File: config.mk
export PLATFORM = sky130hd
export DESIGN_NAME = reply_line_and_frame_capture
export DESIGN_NICKNAME = d
export VERILOG_FILES = /design/src/rlfc_pkg.sv /design/src/rlfc_ctrl.sv /design/src/rlfc_dp.sv /design/src/reply_line_and_frame_capture.sv
export VERILOG_INCLUDE_DIRS = /design/src /design/src/src
export SDC_FILE = /design/constraint.sdc
export NUM_CORES = 1
export LEC_CHECK = 0
export BUFFER_PORTS_ARGS = -buffer_cell sky130_fd_sc_hd__buf_2
export CORE_UTILIZATION = 36
export CTS_CLUSTER_SIZE = 10
export DETAILED_ROUTE_END_ITERATION = 8
export PLACE_DENSITY = 0.49
export SETUP_SLACK_MARGIN = 0.2
export SLEW_MARGIN = 20
export SYNTH_ARGS = -nofsm -noshare
export SYNTH_HDL_FRONTEND = slang
export SYNTH_SLANG_ARGS = --single-unit
File: constraint.sdc
create_clock -name clk -period 3.5 [get_ports clk]
set_clock_uncertainty 0.15 [all_clocks]
set_input_delay 0.35 -clock clk [delete_from_list [all_inputs] [get_ports clk]]
set_output_delay 0.35 -clock clk [all_outputs]
set_load 0.02 [all_outputs]
File: src/assert_macros.svh
// ----------------------------------------------------------------------------
// Assertion macros
// Clocked property checks shared by the deframer modules.
// ----------------------------------------------------------------------------
`ifndef ASSERT_MACROS_SVH
`define ASSERT_MACROS_SVH

// Check a property at every rising edge of clk, held off while in reset.
`define ASSERT_RST(label, prop, msg) \
	label: assert property (@(posedge clk) disable iff (!arst_n) (prop)) \
		else $error(msg);

// Check a property at every rising edge of clk, reset included.
`define ASSERT_ALWAYS(label, prop, msg) \
	label: assert property (@(posedge clk) (prop)) else $error(msg);

`endif

File: src/rlfc_pkg.sv
// ----------------------------------------------------------------------------
// rlfc_pkg
// Types, codes and byte constants shared by the line and frame deframer.
// ----------------------------------------------------------------------------
`default_nettype none

package rlfc_pkg;

	localparam int MSG_DEPTH_DEF = 64;

	localparam logic [7:0] CH_CR    = 8'h0D;
	localparam logic [7:0] CH_LF    = 8'h0A;
	localparam logic [7:0] CH_OPEN  = 8'h24;
	localparam logic [7:0] CH_CLOSE = 8'h23;

	typedef enum logic [1:0] {
		CMD_DATA  = 2'd0,
		CMD_LINE  = 2'd1,
		CMD_FRAME = 2'd2,
		CMD_IDLE  = 2'd3
	} cmd_t;

	typedef enum logic [1:0] {
		MODE_IDLE  = 2'd0,
		MODE_LINE  = 2'd1,
		MODE_FRAME = 2'd2
	} mode_t;

	typedef enum logic [1:0] {
		ST_RECV = 2'd0,
		ST_READ = 2'd1,
		ST_SEND = 2'd2
	} state_t;

	typedef struct packed {
		logic accept;
		logic rd_en;
		logic load_out;
	} ctrl_cmd_t;

	typedef struct packed {
		logic msg_done;
		logic last_byte;
		logic out_free;
	} dp_status_t;

endpackage

`default_nettype wire

File: src/rlfc_ctrl.sv
// ----------------------------------------------------------------------------
// rlfc_ctrl
// Sequencer: receive bytes, then read out a completed message byte by byte.
// ----------------------------------------------------------------------------
`default_nettype none

`include "assert_macros.svh"

module rlfc_ctrl (
	input  wire                     clk,
	input  wire                     arst_n,
	input  wire                     s_tvalid,
	output logic                    s_tready,
	input  rlfc_pkg::dp_status_t    status,
	output rlfc_pkg::ctrl_cmd_t     cmd
);

	rlfc_pkg::state_t state_q, state_d;

	always_ff @(posedge clk or negedge arst_n) begin
		if (!arst_n) begin
			state_q <= rlfc_pkg::ST_RECV;
		end else begin
			state_q <= state_d;
		end
	end

	always_comb begin
		state_d = state_q;
		unique case (state_q)
			rlfc_pkg::ST_RECV: begin
				if (s_tvalid && status.msg_done) begin
					state_d = rlfc_pkg::ST_READ;
				end
			end
			rlfc_pkg::ST_READ: begin
				state_d = rlfc_pkg::ST_SEND;
			end
			rlfc_pkg::ST_SEND: begin
				if (status.out_free) begin
					state_d = status.last_byte ? rlfc_pkg::ST_RECV : rlfc_pkg::ST_READ;
				end
			end
			default: begin
				state_d = rlfc_pkg::ST_RECV;
			end
		endcase
	end

	always_comb begin
		s_tready     = 1'b0;
		cmd.accept   = 1'b0;
		cmd.rd_en    = 1'b0;
		cmd.load_out = 1'b0;
		unique case (state_q)
			rlfc_pkg::ST_RECV: begin
				s_tready   = 1'b1;
				cmd.accept = s_tvalid;
			end
			rlfc_pkg::ST_READ: begin
				cmd.rd_en = 1'b1;
			end
			rlfc_pkg::ST_SEND: begin
				cmd.load_out = status.out_free;
			end
			default: begin
				s_tready = 1'b0;
			end
		endcase
	end

	// A message that completes must go straight to the read-out.
	`ASSERT_RST(a_done_starts_read,
		(cmd.accept && status.msg_done) |=> (state_q == rlfc_pkg::ST_READ),
		"completed message did not start read-out")
	// Each read is followed by a send step.
	`ASSERT_RST(a_read_then_send,
		cmd.rd_en |=> (state_q == rlfc_pkg::ST_SEND),
		"read not followed by send")

endmodule

`default_nettype wire

File: src/rlfc_dp.sv
// ----------------------------------------------------------------------------
// rlfc_dp
// Mode tracking, message store, read pointer and output register.
// ----------------------------------------------------------------------------
`default_nettype none

`include "assert_macros.svh"

module rlfc_dp #(
	parameter int MSG_DEPTH = rlfc_pkg::MSG_DEPTH_DEF
) (
	input  wire                     clk,
	input  wire                     arst_n,
	input  wire  [1:0]              s_tuser,
	input  wire  [7:0]              s_tdata,
	output logic                    m_tvalid,
	input  wire                     m_tready,
	output logic [7:0]              m_tdata,
	output logic [2:0]              m_tuser,
	output logic                    m_tlast,
	input  rlfc_pkg::ctrl_cmd_t     cmd,
	output rlfc_pkg::dp_status_t    status
);

	localparam int AW = (MSG_DEPTH > 1) ? $clog2(MSG_DEPTH) : 1;
	localparam int CW = $clog2(MSG_DEPTH + 1);
	localparam logic [CW-1:0] DEPTH_C = CW'(MSG_DEPTH);
	localparam logic [CW-1:0] ONE_C   = CW'(1);

	logic [7:0]          mem [MSG_DEPTH];

	rlfc_pkg::mode_t     mode_q, mode_d;
	logic                cr_q, cr_d;
	logic                inside_q, inside_d;
	logic                ovf_q, ovf_d;
	logic [CW-1:0]       fill_q, fill_d;
	logic                wr_en;

	logic [CW-1:0]       emit_cnt_q;
	logic                emit_kind_q;
	logic                emit_trunc_q;
	logic [CW-1:0]       rd_ptr_q;
	logic [7:0]          rd_data_q;

	logic                out_valid_q;
	logic [7:0]          out_byte_q;
	logic [2:0]          out_user_q;
	logic                out_last_q;

	rlfc_pkg::cmd_t      in_cmd;
	logic [7:0]          b;
	logic                full;
	logic                done;
	logic                emit_empty;
	logic                last_byte;

	assign in_cmd     = rlfc_pkg::cmd_t'(s_tuser);
	assign b          = s_tdata;
	assign full       = (fill_q == DEPTH_C);
	assign emit_empty = (emit_cnt_q == '0);
	assign last_byte  = emit_empty || ((rd_ptr_q + ONE_C) == emit_cnt_q);

	assign done = (in_cmd == rlfc_pkg::CMD_DATA) && (
		((mode_q == rlfc_pkg::MODE_LINE) && cr_q && (b == rlfc_pkg::CH_LF)) ||
		((mode_q == rlfc_pkg::MODE_FRAME) && inside_q && (b == rlfc_pkg::CH_CLOSE)));

	assign status.msg_done  = done;
	assign status.last_byte = last_byte;
	assign status.out_free  = !out_valid_q || m_tready;

	// Next receive state for one accepted transaction.
	always_comb begin
		mode_d   = mode_q;
		cr_d     = cr_q;
		inside_d = inside_q;
		ovf_d    = ovf_q;
		fill_d   = fill_q;
		wr_en    = 1'b0;
		if (cmd.accept) begin
			if (in_cmd != rlfc_pkg::CMD_DATA) begin
				unique case (in_cmd)
					rlfc_pkg::CMD_LINE:  mode_d = rlfc_pkg::MODE_LINE;
					rlfc_pkg::CMD_FRAME: mode_d = rlfc_pkg::MODE_FRAME;
					default:             mode_d = rlfc_pkg::MODE_IDLE;
				endcase
				cr_d     = 1'b0;
				inside_d = 1'b0;
				ovf_d    = 1'b0;
				fill_d   = '0;
			end else begin
				unique case (mode_q)
					rlfc_pkg::MODE_LINE: begin
						if (cr_q && (b == rlfc_pkg::CH_LF)) begin
							mode_d   = rlfc_pkg::MODE_IDLE;
							cr_d     = 1'b0;
							inside_d = 1'b0;
							ovf_d    = 1'b0;
							fill_d   = '0;
						end else begin
							if (!full) begin
								wr_en  = 1'b1;
								fill_d = fill_q + ONE_C;
							end else begin
								ovf_d = 1'b1;
							end
							if (b == rlfc_pkg::CH_CR) begin
								cr_d = 1'b1;
							end
						end
					end
					rlfc_pkg::MODE_FRAME: begin
						priority if (!inside_q) begin
							if (b == rlfc_pkg::CH_OPEN) begin
								inside_d = 1'b1;
								fill_d   = '0;
							end
						end else if (b == rlfc_pkg::CH_CLOSE || b == rlfc_pkg::CH_OPEN) begin
							inside_d = 1'b0;
							fill_d   = '0;
						end else if (!full) begin
							wr_en  = 1'b1;
							fill_d = fill_q + ONE_C;
						end else begin
							inside_d = 1'b0;
							fill_d   = '0;
						end
					end
					default: begin
						wr_en = 1'b0;
					end
				endcase
			end
		end
	end

	always_ff @(posedge clk or negedge arst_n) begin
		if (!arst_n) begin
			mode_q      <= rlfc_pkg::MODE_IDLE;
			cr_q        <= 1'b0;
			inside_q    <= 1'b0;
			ovf_q       <= 1'b0;
			fill_q      <= '0;
			emit_cnt_q  <= '0;
			rd_ptr_q    <= '0;
			out_valid_q <= 1'b0;
		end else begin
			mode_q   <= mode_d;
			cr_q     <= cr_d;
			inside_q <= inside_d;
			ovf_q    <= ovf_d;
			fill_q   <= fill_d;
			if (cmd.accept && done) begin
				emit_cnt_q <= fill_q;
				rd_ptr_q   <= '0;
			end else if (cmd.load_out) begin
				rd_ptr_q <= rd_ptr_q + ONE_C;
			end
			if (cmd.load_out) begin
				out_valid_q <= 1'b1;
			end else if (m_tready) begin
				out_valid_q <= 1'b0;
			end
		end
	end

	always_ff @(posedge clk) begin
		if (wr_en) begin
			mem[fill_q[AW-1:0]] <= b;
		end
		if (cmd.rd_en) begin
			rd_data_q <= mem[rd_ptr_q[AW-1:0]];
		end
		if (cmd.accept && done) begin
			emit_kind_q  <= (mode_q == rlfc_pkg::MODE_FRAME);
			emit_trunc_q <= (mode_q == rlfc_pkg::MODE_LINE) && ovf_q;
		end
		if (cmd.load_out) begin
			out_byte_q <= emit_empty ? 8'h00 : rd_data_q;
			out_user_q <= {emit_trunc_q, !emit_empty, emit_kind_q};
			out_last_q <= last_byte;
		end
	end

	assign m_tvalid = out_valid_q;
	assign m_tdata  = out_byte_q;
	assign m_tuser  = out_user_q;
	assign m_tlast  = out_last_q;

	`ASSERT_RST(a_fill_in_range, fill_q <= DEPTH_C, "fill count beyond store depth")
	`ASSERT_RST(a_no_overwrite, !(cmd.load_out && out_valid_q && !m_tready),
		"output register overwritten while stalled")
	`ASSERT_RST(a_read_in_range, cmd.rd_en |-> (emit_empty || rd_ptr_q < emit_cnt_q),
		"read pointer past message end")

endmodule

`default_nettype wire

File: src/reply_line_and_frame_capture.sv
// ----------------------------------------------------------------------------
// reply_line_and_frame_capture
// Deframer for serial bytes: captures CR/LF-terminated reply lines and
// dollar-hash delimited frames, then streams each message out byte by byte.
// ----------------------------------------------------------------------------
// Throughput: one input transaction per cycle while receiving; a transaction
//   that completes a message stalls input while its bytes are sent (one zero byte
//   for an empty message), each by a registered store read and a send step.
// Read-out: the first byte passes the read state, store read and output register.
// Reset: arst_n clears mode, progress, read pointer and output valid at once;
//   the message store has no reset and its data is used only below the fill count.
// ----------------------------------------------------------------------------
`default_nettype none

module reply_line_and_frame_capture #(
	parameter int MSG_DEPTH = rlfc_pkg::MSG_DEPTH_DEF
) (
	input  wire        clk,
	input  wire        arst_n,
	input  wire        s_tvalid,
	output logic       s_tready,
	input  wire  [7:0] s_tdata,   // [7:0] rx_byte
	input  wire  [1:0] s_tuser,   // [1:0] command
	output logic       m_tvalid,
	input  wire        m_tready,
	output logic [7:0] m_tdata,   // [7:0] message_byte
	output logic [2:0] m_tuser,   // [0] message_kind, [1] byte_valid, [2] truncated
	output logic       m_tlast    // last byte of the message
);

	// Controller drives the datapath with commands and reads back status.
	rlfc_pkg::ctrl_cmd_t  cmd;
	rlfc_pkg::dp_status_t status;

	// Sequence receive and read-out; hold input off while a message drains.
	rlfc_ctrl u_ctrl (
		.clk      (clk),
		.arst_n   (arst_n),
		.s_tvalid (s_tvalid),
		.s_tready (s_tready),
		.status   (status),
		.cmd      (cmd)
	);

	// Track mode and delimiters, store bytes, and register each result.
	// The output register lets a new transaction in while the final byte
	// of the previous message still waits on m_tready.
	rlfc_dp #(
		.MSG_DEPTH (MSG_DEPTH)
	) u_dp (
		.clk      (clk),
		.arst_n   (arst_n),
		.s_tuser  (s_tuser),
		.s_tdata  (s_tdata),
		.m_tvalid (m_tvalid),
		.m_tready (m_tready),
		.m_tdata  (m_tdata),
		.m_tuser  (m_tuser),
		.m_tlast  (m_tlast),
		.cmd      (cmd),
		.status   (status)
	);

endmodule

`default_nettype wire
==> metrics.md, run 1 <==
| Metric | Value |
|---|---|
| Outcome | complete, no violations |
| Synth top area share | 0.720 |
| P_sw | between 4000 and 5000 µW |
| Post-synthesis cell type count | between 50 and 60 |
| Total Routing Usage GR | 0.180 |
| Remaining DRCs | 0 |
| Post-synthesis register bit count | around 560 |
| Global route overflow | 0 |
| Internal | between 10,000 and 15,000 µW |
| Post-Syn Area per Cell | 20.0 µm² |
| Buf+Inv Stages, Crit Path | 1 |
| Type of the worst setup path | reg -> reg |
| Layout cell share with drive strength beyond 1 | 0.290 |
| PostCTS Resize Cnt | 0 |
| Clock Path Buffers | 3 |
| Ant. Diodes | 0 |
| Mapped cell area | between 20,000 and 25,000 µm² |
| Starting Density | 0.366 |
| Worst Tran Pin Value | 879 ps |
| Gpl congestion | 0.779 |
| Max-cap violations | 0 |
| Setup Viol. Count Final | 0 |
| Crit start category | flip-flop |
| # hold bufs at CTS | 6 |
| CP endpoint kind | flip-flop |
| Io pins | 28 |
| Crit path max fanout | 15 |
| Worst vdd ir | 0.350 mV |
| Synth Instances | 1,114 |
| DR vias | 11,100 |
| Crit-path slowest cell | dfrtp_4 |
| Number of clock sinks | 563 |
| Clock root cell | clkbuf_16 |
| Final #Nets | 1,291 |
| Synth warn | 0 |
| H-tree depth | 3 |
| Design area | 26,000 µm² |
| Vias in the first global route | 11,400 |
| Async SR Flop Fraction | 0.0515 |
| Logic pwr share | 0.229 |
| Clk pwr share | 0.339 |
| CP Cell Sequence | buf_4, ha_1, nand3_1, mux2i_1, nor4_1, o21ai_0, o31ai_1, a21oi_1 |
| Chip width | 251 µm |
| First-pass GRT wire length | ~80 mm |
| Postcts setup bufs | 0 |
| Power Dens Cells | 691 nW/µm² |
| Tcrit/Tclk final | 0.821 |
| Slew headroom | 0.409 |
| Final WS setup | approximately 630 ps |
| Hold crit path type | in -> reg |
| CTS buffer count | 67 |
| Fin. max-slew vios | 0 |
| Num rows | 90 |
| Data arrival, critical path | roughly 3200 ps |
| Antenna violations before repair | 3 |
| Min Tclk post-route | 2870 ps |
| Number of flops mapped to enable cells by yosys | about 530 |
| Clk_lat worst skew | 590 ps |
| Fill count | ~5,300 |
| Setup TNS Final | 0 ps |
| RSZ-0062 raised after global routing | no |
| Via density | between 5 and 6 |
| Area Overhead vs Synth | 16.5% |
| DR iter-0 viols | 928 |
| Worst hold slack | 37.8 ps |
| Clock slew at reported path FFs | 60 ps |
| IO buf count | 27 |
| Fmax | 0.348 GHz |
| Core Region | 60,800 µm² |
| Leakage power | 0.00833 µW |
| Largest net degree at the start of global routing | 65 |
| Critical Path Max Stage Delay | 660 ps |
| Total wire length | 55.1 mm |
| ANT nets after route | 0 |
| Sequential cell area fraction in the yosys report | 0.752 |
| Fin. Hold Viols | 0 |
| Die span in y | 251 µm |
| CP top delay family | flip-flops |
| Die area | 62,900 µm² |
| Top FF cell, synth | edfxtp_1 |
| CTS tree | done |
| DRT Pass-1 Iters | 5 |
| Switching share of power | 0.270 |
| Placement Cell Area | 24,100 µm² |
| Post-Place Worst Slack | 556 ps |
| Top cells by area, synth | edfxtp_1 (72%), mux4_2 (15%), dfrtp_1 (3.3%) |
| Data required time of the worst path | 3810 ps |
| Most area-hungry cell type in the Yosys netlist | edfxtp_1 |
| Syn_nets | between 1,000 and 1,500 |
| DP Wirelength | 34.8 mm |
| DR WL/cell | 26.6 µm |
| Register share of total power | 0.432 |
==> path summary, 6_finish.rpt <==
check / startpoint / endpoint / slack [ps] / cells after the start
worst max register to register: u_dp.rd_ptr_q[1]$_DFFE_PN0P_ / u_ctrl.state_q[0]$_DFFE_PN0P_ / 630 / 8
worst min-delay path: s_tdata[7] / u_dp.mem[24][7]$_DFFE_PP_ / 40 / 1
max in group asynchronous: arst_n / u_dp.rd_ptr_q[0]$_DFFE_PN0P_ / 2480 / 2
worst min register to register: u_dp.emit_kind_q$_DFFE_PP_ / u_dp.m_tuser[0]$_DFFE_PP_ / 270 / 0
min in group asynchronous: arst_n / u_dp.rd_ptr_q[2]$_DFFE_PN0P_ / 190 / 2
worst max-delay path: u_dp.rd_ptr_q[1]$_DFFE_PN0P_ / u_ctrl.state_q[0]$_DFFE_PN0P_ / 630 / 8
==> power by group through the flow <==
stage	Sequential, µW	Clock (µW)	Combinational, µW
after floorplan	7660	0	3000
after global placement	7880	0	4200
after detailed placement	7880	0	4190
after CTS	7750	6250	4210
after global routing	7760	6480	4420
final	7740	6080	4120
==> routing by layer <==
metal  GRT usage  vias up  wire [µm]
met1       0.261     5900      25200
li1            -     4855          -
met5           0        -          0
met3      0.0290       66       2950
met2       0.280      294      26100
met4      0.0498        0        926
==> kinds of logic (layout without fill, tap and decap cells) <==
kind of cell             Yosys count  in the layout  share of synthesized area
AO/OA/AOI/OAI                     87             87                     0.0258
XOR/XNOR                          15             15                    0.00590
adder cells (fa/ha/maj)            5              5                    0.00281
buffers and inverters             68            247                     0.0139
flip-flops                       563            563                      0.752
multiplexers                     153            153                      0.150
AND/OR/NAND/NOR                  223            223                     0.0494
==> cell usage in the layout (no fill, tap or decap), types with 2 or more instances in the layout <==
cell type,count
or3_1,5
nand2_1,30
clkinv_1,5
a21oi_1,11
a22o_1,2
or2_2,2
nand2b_1,6
dfrtp_1,26
buf_2,27
mux2_2,7
buf_12,6
buf_4,106
dlygate4sd3_1,6
a22oi_1,10
mux2i_1,2
clkbuf_1,14
nand3b_1,2
nand4_1,10
nor4_1,3
and2_1,11
nor3_1,21
clkbuf_16,70
nor2_1,87
mux4_2,144
ha_1,5
xnor2_1,9
o211ai_1,2
a31oi_1,2
o22ai_1,19
inv_1,11
a211oi_1,16
nand3_1,15
o31ai_1,3
o21ai_0,14
nor2b_1,22
xor2_1,6
dfrtp_4,3
edfxtp_1,534
==> sequential cells by signal, summed over array words and instances (netlist names), 2 cells and up <==
| signal | count |
|---|---|
| u_dp.mem | 512 |
| u_dp.m_tdata | 8 |
| u_dp.rd_data_q | 8 |
| u_dp.emit_cnt_q | 7 |
| u_dp.fill_q | 7 |
| u_dp.rd_ptr_q | 7 |
| u_dp.m_tuser | 3 |
| u_ctrl.state_q | 2 |
| u_dp.mode_q | 2 |
==> through the flow <==
stage | total power [µW] | instances | util
floorplan | 10700 | 1114 | -
global placement | 12100 | 1979 | 0.396
detailed placement | 12100 | 1979 | 0.396
CTS | 18200 | 2075 | 0.427
global route | 18700 | 2075 | 0.427
finish | 17900 | 2075 | 0.427
==> synth_stat cells (2+ instances only) <==
cell type,instances
mux2_2,7
nor2_1,87
a22oi_1,10
nand4_1,10
a31oi_1,2
ha_1,5
inv_1,11
buf_6,4
nor2b_1,23
o22ai_1,19
and2_1,11
buf_1,10
nand3b_1,2
dfrtp_1,29
clkbuf_1,24
o31ai_1,3
or3_1,5
o211ai_1,2
mux4_2,144
a22o_1,2
xnor2_1,9
buf_2,17
edfxtp_1,534
a21oi_1,11
xor2_1,6
o21ai_0,14
mux2i_1,2
nand2b_1,6
a211oi_1,16
nor3_1,21
nor4_1,3
nand3_1,15
nand2_1,30
or2_2,2
==> worst register-to-register path, cell delays in order (launching register included) <==
cell	delay (ps)
dfrtp_4	660
buf_4	360
ha_1	380
nand3_1	140
mux2i_1	160
nor4_1	300
o21ai_0	170
o31ai_1	310
a21oi_1	120
==> area by class of cell <==
type | instances | area (µm²) | share of cell area
Sequential cell | 563 | 16800 | 0.646
Multi-Input combinational cell | 483 | 5210 | 0.201
Clock buffer | 85 | 1820 | 0.0700
Timing Repair Buffer | 145 | 1110 | 0.0428
Tap cell | 782 | 978 | 0.0377
Inverter | 12 | 45.0 | 0.00173
Clock inverter | 5 | 31.3 | 0.00120
(Power assumes the default switching activity.)
==> run 2, diff against run 1 <==
clock period = 2.71 ns   (was 3.5 ns; I/O delays follow)
==> run 2 against run 1 <==
Power up 35%. Clock power up 29%. Maximum frequency up 10%. First-iteration DRC count down 10%. Critical path depth down 2. Critical path type unchanged. Largest power group unchanged.
==> metrics.md, run 2 (synthesis gave the netlist of run 1 again) <==
| Metric | Value |
|---|---|
| Via density | between 5 and 6 |
| CTS tree | done |
| Slew headroom | 0.384 |
| Number of clock sinks | between 500 and 600 |
| Clock root cell | clkbuf_16 |
| Critical Path Max Stage Delay | 770 ps |
| Hold crit path type | in -> reg |
| H-tree depth | 3 |
| Die span in y | 251 µm |
| Total wire length | 55.9 mm |
| Setup Viol. Count Final | 0 |
| Fin. max-slew vios | 0 |
| Max-cap violations | 0 |
| RSZ-0062 raised after global routing | yes |
| Register share of total power | 0.408 |
| Crit-path slowest cell | nor3_1 |
| Area Overhead vs Synth | 21.2% |
| IO buf count | 27 |
| Crit path max fanout | 11 |
| Clk_lat worst skew | 610 ps |
| Chip width | 251 µm |
| DRT Pass-1 Iters | 5 |
| Vias in the first global route | 11,900 |
| Clock slew at reported path FFs | 50 ps |
| Buf+Inv Stages, Crit Path | 1 |
| Num rows | 90 |
| Largest net degree at the start of global routing | 66 |
| Logic pwr share | 0.268 |
| Layout cell share with drive strength beyond 1 | 0.364 |
| Design area | between 20,000 and 30,000 µm² |
| Worst vdd ir | 0.530 mV |
| Clock Path Buffers | 3 |
| CP endpoint kind | flip-flop |
| Leakage power | 0.00870 µW |
| ANT nets after route | 0 |
| Final #Nets | between 1,000 and 1,500 |
| First-pass GRT wire length | 82.0 mm |
| DR iter-0 viols | 832 |
| Clk pwr share | 0.324 |
| Crit start category | flip-flop |
| Gpl congestion | approximately 0.81 |
| Post-Place Worst Slack | -96.8 ps |
| Data required time of the worst path | 3030 ps |
| Global route overflow | 0 |
| Outcome | complete, no violations |
| Worst Tran Pin Value | 918 ps |
| CP Cell Sequence | buf_6, nand3_1, o22ai_1, nor3_1, o21ai_0, nand2_1 |
| Placement Cell Area | 24,500 µm² |
| Data arrival, critical path | approximately 2900 ps |
| Type of the worst setup path | reg -> reg |
| CP top delay family | simple AND/OR/NAND/NOR gates |
| Min Tclk post-route | approximately 2600 ps |
| Final WS setup | 109 ps |
| Starting Density | 0.366 |
| DR vias | roughly 11,000 |
| Remaining DRCs | 0 |
| DP Wirelength | 36.1 mm |
| DR WL/cell | 26.3 µm |
| Most frequent cells in the layout | edfxtp_1 (534), mux4_2 (144), buf_4 (117), clkbuf_16 (71), nor2_1 (68) |
| Total Routing Usage GR | 0.181 |
| Tcrit/Tclk final | 0.960 |
| Setup TNS Final | 0 ps |
| Ant. Diodes | 0 |
| Io pins | 28 |
| Switching share of power | 0.275 |
| P_sw | 6660 µW |
| Internal | about 18,000 µW |
| Die area | 62,900 µm² |
| Fmax | 0.384 GHz |
| Core Region | slightly above 60,000 µm² |
| Antenna violations before repair | 1 |
| Fin. Hold Viols | 0 |
| Most common cell after layout, fill and taps aside | edfxtp_1 |
| Max reg flops | 512 |
| Power Dens Cells | 896 nW/µm² |
| CTS buffer count | 67 |
[run 2: worst reg2reg max path, delay by kind of cell, from the launching register on]
| family | cells | cell delay [ps] |
|---|---|---|
| buffers and inverters | 1 | 210 |
| DFF | 1 | 550 |
| AOI/OAI and AO/OA | 2 | 400 |
| and+or+nand+nor | 3 | 1180 |
[run 2: stage by stage]
| stage | hold WS, ps | std cells | utilization | power [µW] |
|---|---|---|---|---|
| 4_1_cts | 77.2 | 2117 | 0.437 | 24100 |
| 6_report | 85.5 | 2127 | 0.444 | 24200 |
| 3_3_place_gp | 230 | 2014 | 0.403 | 16000 |
| 5_1_grt | 113 | 2127 | 0.444 | 25100 |
| 3_5_place_dp | 228 | 2014 | 0.403 | 16000 |
| 2_1_floorplan | -175 | 1114 | - | 13800 |
[run 2: power by group through the flow]
stage          clock network (µW)  registers (µW)  logic (µW)
2_1_floorplan                   0            9900        3900
3_3_place_gp                    0           10100        5920
3_5_place_dp                    0           10100        5920
4_1_cts                      8040            9850        6220
5_1_grt                      8330            9870        6920
6_report                     7840            9870        6490
[run 2: what timing repair did]
item                                    in CTS  in global routing
buffers inserted                             3                  7
hold endpoints to repair                    46                  0
endpoints found under the setup margin     310                459
pin swaps                                    1                 17
gates resized for setup                     17                 73
hold buffers                                 8                  0
cloned                                       1                  3
[run 2: final timing paths]
path | startpoint | end | depth (start not counted) | slack [ps]
setup / recovery | u_dp.rd_ptr_q[0]$_DFFE_PN0P_ | u_dp.rd_data_q[6]$_DFFE_PN_ | 6 | 110
hold / removal | s_tdata[5] | u_dp.cr_q$_DFFE_PN0P_ | 4 | 90
hold reg to reg | u_dp.emit_trunc_q$_DFFE_PP_ | u_dp.m_tuser[2]$_DFFE_PP_ | 0 | 270
setup reg to reg | u_dp.rd_ptr_q[0]$_DFFE_PN0P_ | u_dp.rd_data_q[6]$_DFFE_PN_ | 6 | 110
min in group asynchronous | arst_n | u_dp.mode_q[1]$_DFFE_PN0P_ | 2 | 120
max in group asynchronous | arst_n | u_dp.rd_ptr_q[2]$_DFFE_PN0P_ | 2 | 1760
[run 2: layout make-up]
type | instances | area [µm²]
Clock buffer | 82 | 1750
Clock inverter | 9 | 78.8
Fill cell | 5262 | 33800
Inverter | 12 | 50.0
Multi-Input combinational cell | 483 | 5550
Sequential cell | 563 | 16800
Tap cell | 782 | 978
Timing Repair Buffer | 196 | 1820
[run 2: metal layers]
layer	vias to the layer above	global-route usage	part of all wire
met2	254	0.290	0.48
met3	85	0.0322	0.042
li1	4971	-	-
met1	6035	0.254	0.46
met5	-	0	0
met4	0	0.0568	0.020
==> run 3, diff against run 2 <==
CTS_CLUSTER_SIZE = 28   (was 10)
clock period = 2.75 ns   (was 2.71 ns; I/O delays follow)
==> run 3 against run 2 <==
Clock-buffer cell count decreased by 12. Routed wire length increased by 0.92%. First-iteration DRC count increased by 14%. Critical path depth unchanged. Global-route usage increased by 0.23 points. Die area unchanged. Maximum frequency increased by 0.59%. Sequential power decreased by 2%. Worst setup slack improved by 55 ps. Combinational power decreased by 6.0%. Critical endpoint is now u_dp.rd_data_q[5]$_DFFE_PN_. Largest power group unchanged.
==> metrics.md, run 3 (synthesis gave the netlist of run 1 again) <==
| Metric | Value |
|---|---|
| CP top delay family | multiplexers |
| Setup Viol. Count Final | 0 |
| Setup TNS Final | 0 ps |
| IO buf count | 27 |
| Design area | 26,700 µm² |
| CTS buffer count | 59 |
| Fmax | around 0.39 GHz |
| Starting Density | 0.366 |
| Core Region | 60,800 µm² |
| Antenna violations before repair | 4 |
| First-pass GRT wire length | 83.3 mm |
| Clock Path Buffers | 3 |
| FF+latch area | between 15,000 and 20,000 µm² |
| CP endpoint kind | flip-flop |
| Switching share of power | 0.276 |
| Critical Path Max Stage Delay | 570 ps |
| Final #Nets | 1,321 |
| DR vias | ~11,000 |
| Pwr Total | 23,600 µW |
| Critical path startpoint | u_dp.rd_ptr_q[0]$_DFFE_PN0P_ |
| Ant. Diodes | 0 |
| Outcome | complete, no violations |
| Chip width | around 250 µm |
| Max reg flops | 512 |
| Gpl congestion | 0.801 |
| Worst vdd ir | 0.502 mV |
| Worst R2R Start | u_dp.rd_ptr_q[0]$_DFFE_PN0P_ |
| Clock slew at reported path FFs | 60 ps |
| Min Tclk post-route | about 2600 ps |
| Power Dens Cells | between 800 and 900 nW/µm² |
| CP Cell Sequence | buf_12, buf_12, mux4_2, mux4_2, a22oi_2, nand2_1 |
| DP Wirelength | 36.6 mm |
| Area of the multi-input gates | between 5000 and 6000 µm² |
| DRT Pass-1 Iters | 5 |
| Remaining DRCs | 0 |
| Data required time of the worst path | between 2000 and 3000 ps |
| Max-cap violations | 0 |
| Hold Path Origin | s_tdata[0] |
| Clk_lat worst skew | 620 ps |
| Number of clock sinks | ~560 |
| Clock root cell | clkbuf_16 |
| Internal | approximately 17,000 µW |
| Global route overflow | 0 |
| Fin. max-slew vios | 0 |
| Logic pwr share | 0.258 |
| Tcrit/Tclk final | 0.940 |
| Placement Cell Area | 24,500 µm² |
| Leakage power | around 0.0086 µW |
| Crit start category | flip-flop |
| Clk pwr share | 0.331 |
| P_sw | 6520 µW |
| Layout cell share with drive strength beyond 1 | 0.343 |
| Die span in y | between 200 and 300 µm |
| RSZ-0062 raised after global routing | yes |
| Fin. Hold Viols | 0 |
| Register share of total power | 0.411 |
| Slew headroom | 0.369 |
| Num rows | 90 |
| H-tree depth | 2 |
| Largest net degree at the start of global routing | 65 |
| Fill count | 5,233 |
| DR WL/cell | 26.5 µm |
| CTS tree | done |
| Most frequent cells in the layout | edfxtp_1 (534), mux4_2 (144), buf_4 (122), nor2_1 (78), clkbuf_16 (59) |
| Total Routing Usage GR | 0.184 |
| Type of the worst setup path | reg -> reg |
| DR iter-0 viols | 950 |
| Final WS setup | 164 ps |
| Crit path max fanout | 8 |
| Total wire length | 56.4 mm |
| Hold crit path type | in -> reg |
| Data arrival, critical path | 2800 ps |
| Die area | 62,900 µm² |
| Most common cell after layout, fill and taps aside | edfxtp_1 |
| Post-Place Worst Slack | -67.8 ps |
| Via density | between 5 and 6 |
| Vias in the first global route | 11,900 |
| Io pins | 28 |
| Worst Tran Pin Value | ~940 ps |
| Buf+Inv Stages, Crit Path | 2 |
| Area Overhead vs Synth | 20.0% |
| ANT nets after route | 0 |
| Crit-path slowest cell | mux4_2 |
[run 3: changes by cell type in the layout (fill, tap and decap cells not counted), sizes merged]
cell      before  now
clkinv         6   28
clkbuf        85   70
buf          185  175
bufinv         0    6
clkinvlp       0    4
inv           15   14
[run 3: final timing paths]
path | end | slack, ps | depth (start not counted)
worst min register to register | u_dp.m_tuser[2]$_DFFE_PP_ | 290 | 0
worst max-delay path | u_dp.rd_data_q[5]$_DFFE_PN_ | 160 | 6
worst min-delay path | u_dp.mem[27][0]$_DFFE_PP_ | 100 | 2
worst max register to register | u_dp.rd_data_q[5]$_DFFE_PN_ | 160 | 6
min in group asynchronous | u_dp.rd_ptr_q[2]$_DFFE_PN0P_ | 110 | 2
max in group asynchronous | u_dp.rd_ptr_q[0]$_DFFE_PN0P_ | 1790 | 2
[run 3: layer usage]
metal	GRT usage	vias up	routed length (µm)
met1	0.262	6148	25500
met2	0.293	291	27200
met4	0.0507	2	1130
li1	-	4953	-
met3	0.0292	75	2600
met5	0	-	7
[run 3: timing repair]
item | in CTS | in global routing
hold buffers | 8 | 0
pin swaps | 15 | 7
buffers inserted | 10 | 4
hold endpoints to repair | 47 | 0
gates resized for setup | 13 | 15
endpoints found under the setup margin | 51 | 310
[run 3: final cells by class]
type / instances / share of cell area
Sequential cell: 563 / 0.628
Multi-Input combinational cell: 483 / 0.203
Timing Repair Buffer: 183 / 0.0605
Clock buffer: 70 / 0.0568
Tap cell: 782 / 0.0366
Clock inverter: 40 / 0.0136
Inverter: 12 / 0.00178
[run 3: worst register-to-register path, cell delays in order, from the launching register on]
cell and delay, ps:
dfrtp_4 500, buf_12 180, buf_12 150, mux4_2 530, mux4_2 570, a22oi_2 190
nand2_1 80
[run 3: through the flow]
stage	utilization	hold slack [ps]	std cells
final	0.440	99.2	2133
after global placement	0.403	233	2001
after global routing	0.440	67.8	2133
after detailed placement	0.403	233	2001
after floorplan	-	-171	1114
after CTS	0.438	61.3	2129
[run 3: power by group through the flow]
stage / Clock [µW] / Combinational, µW / Sequential, µW
after detailed placement: 0 / 5970 / 9870
after floorplan: 0 / 3840 / 9760
after CTS: 7990 / 6130 / 9700
after global routing: 8290 / 6520 / 9710
final: 7810 / 6100 / 9700
after global placement: 0 / 5950 / 9870
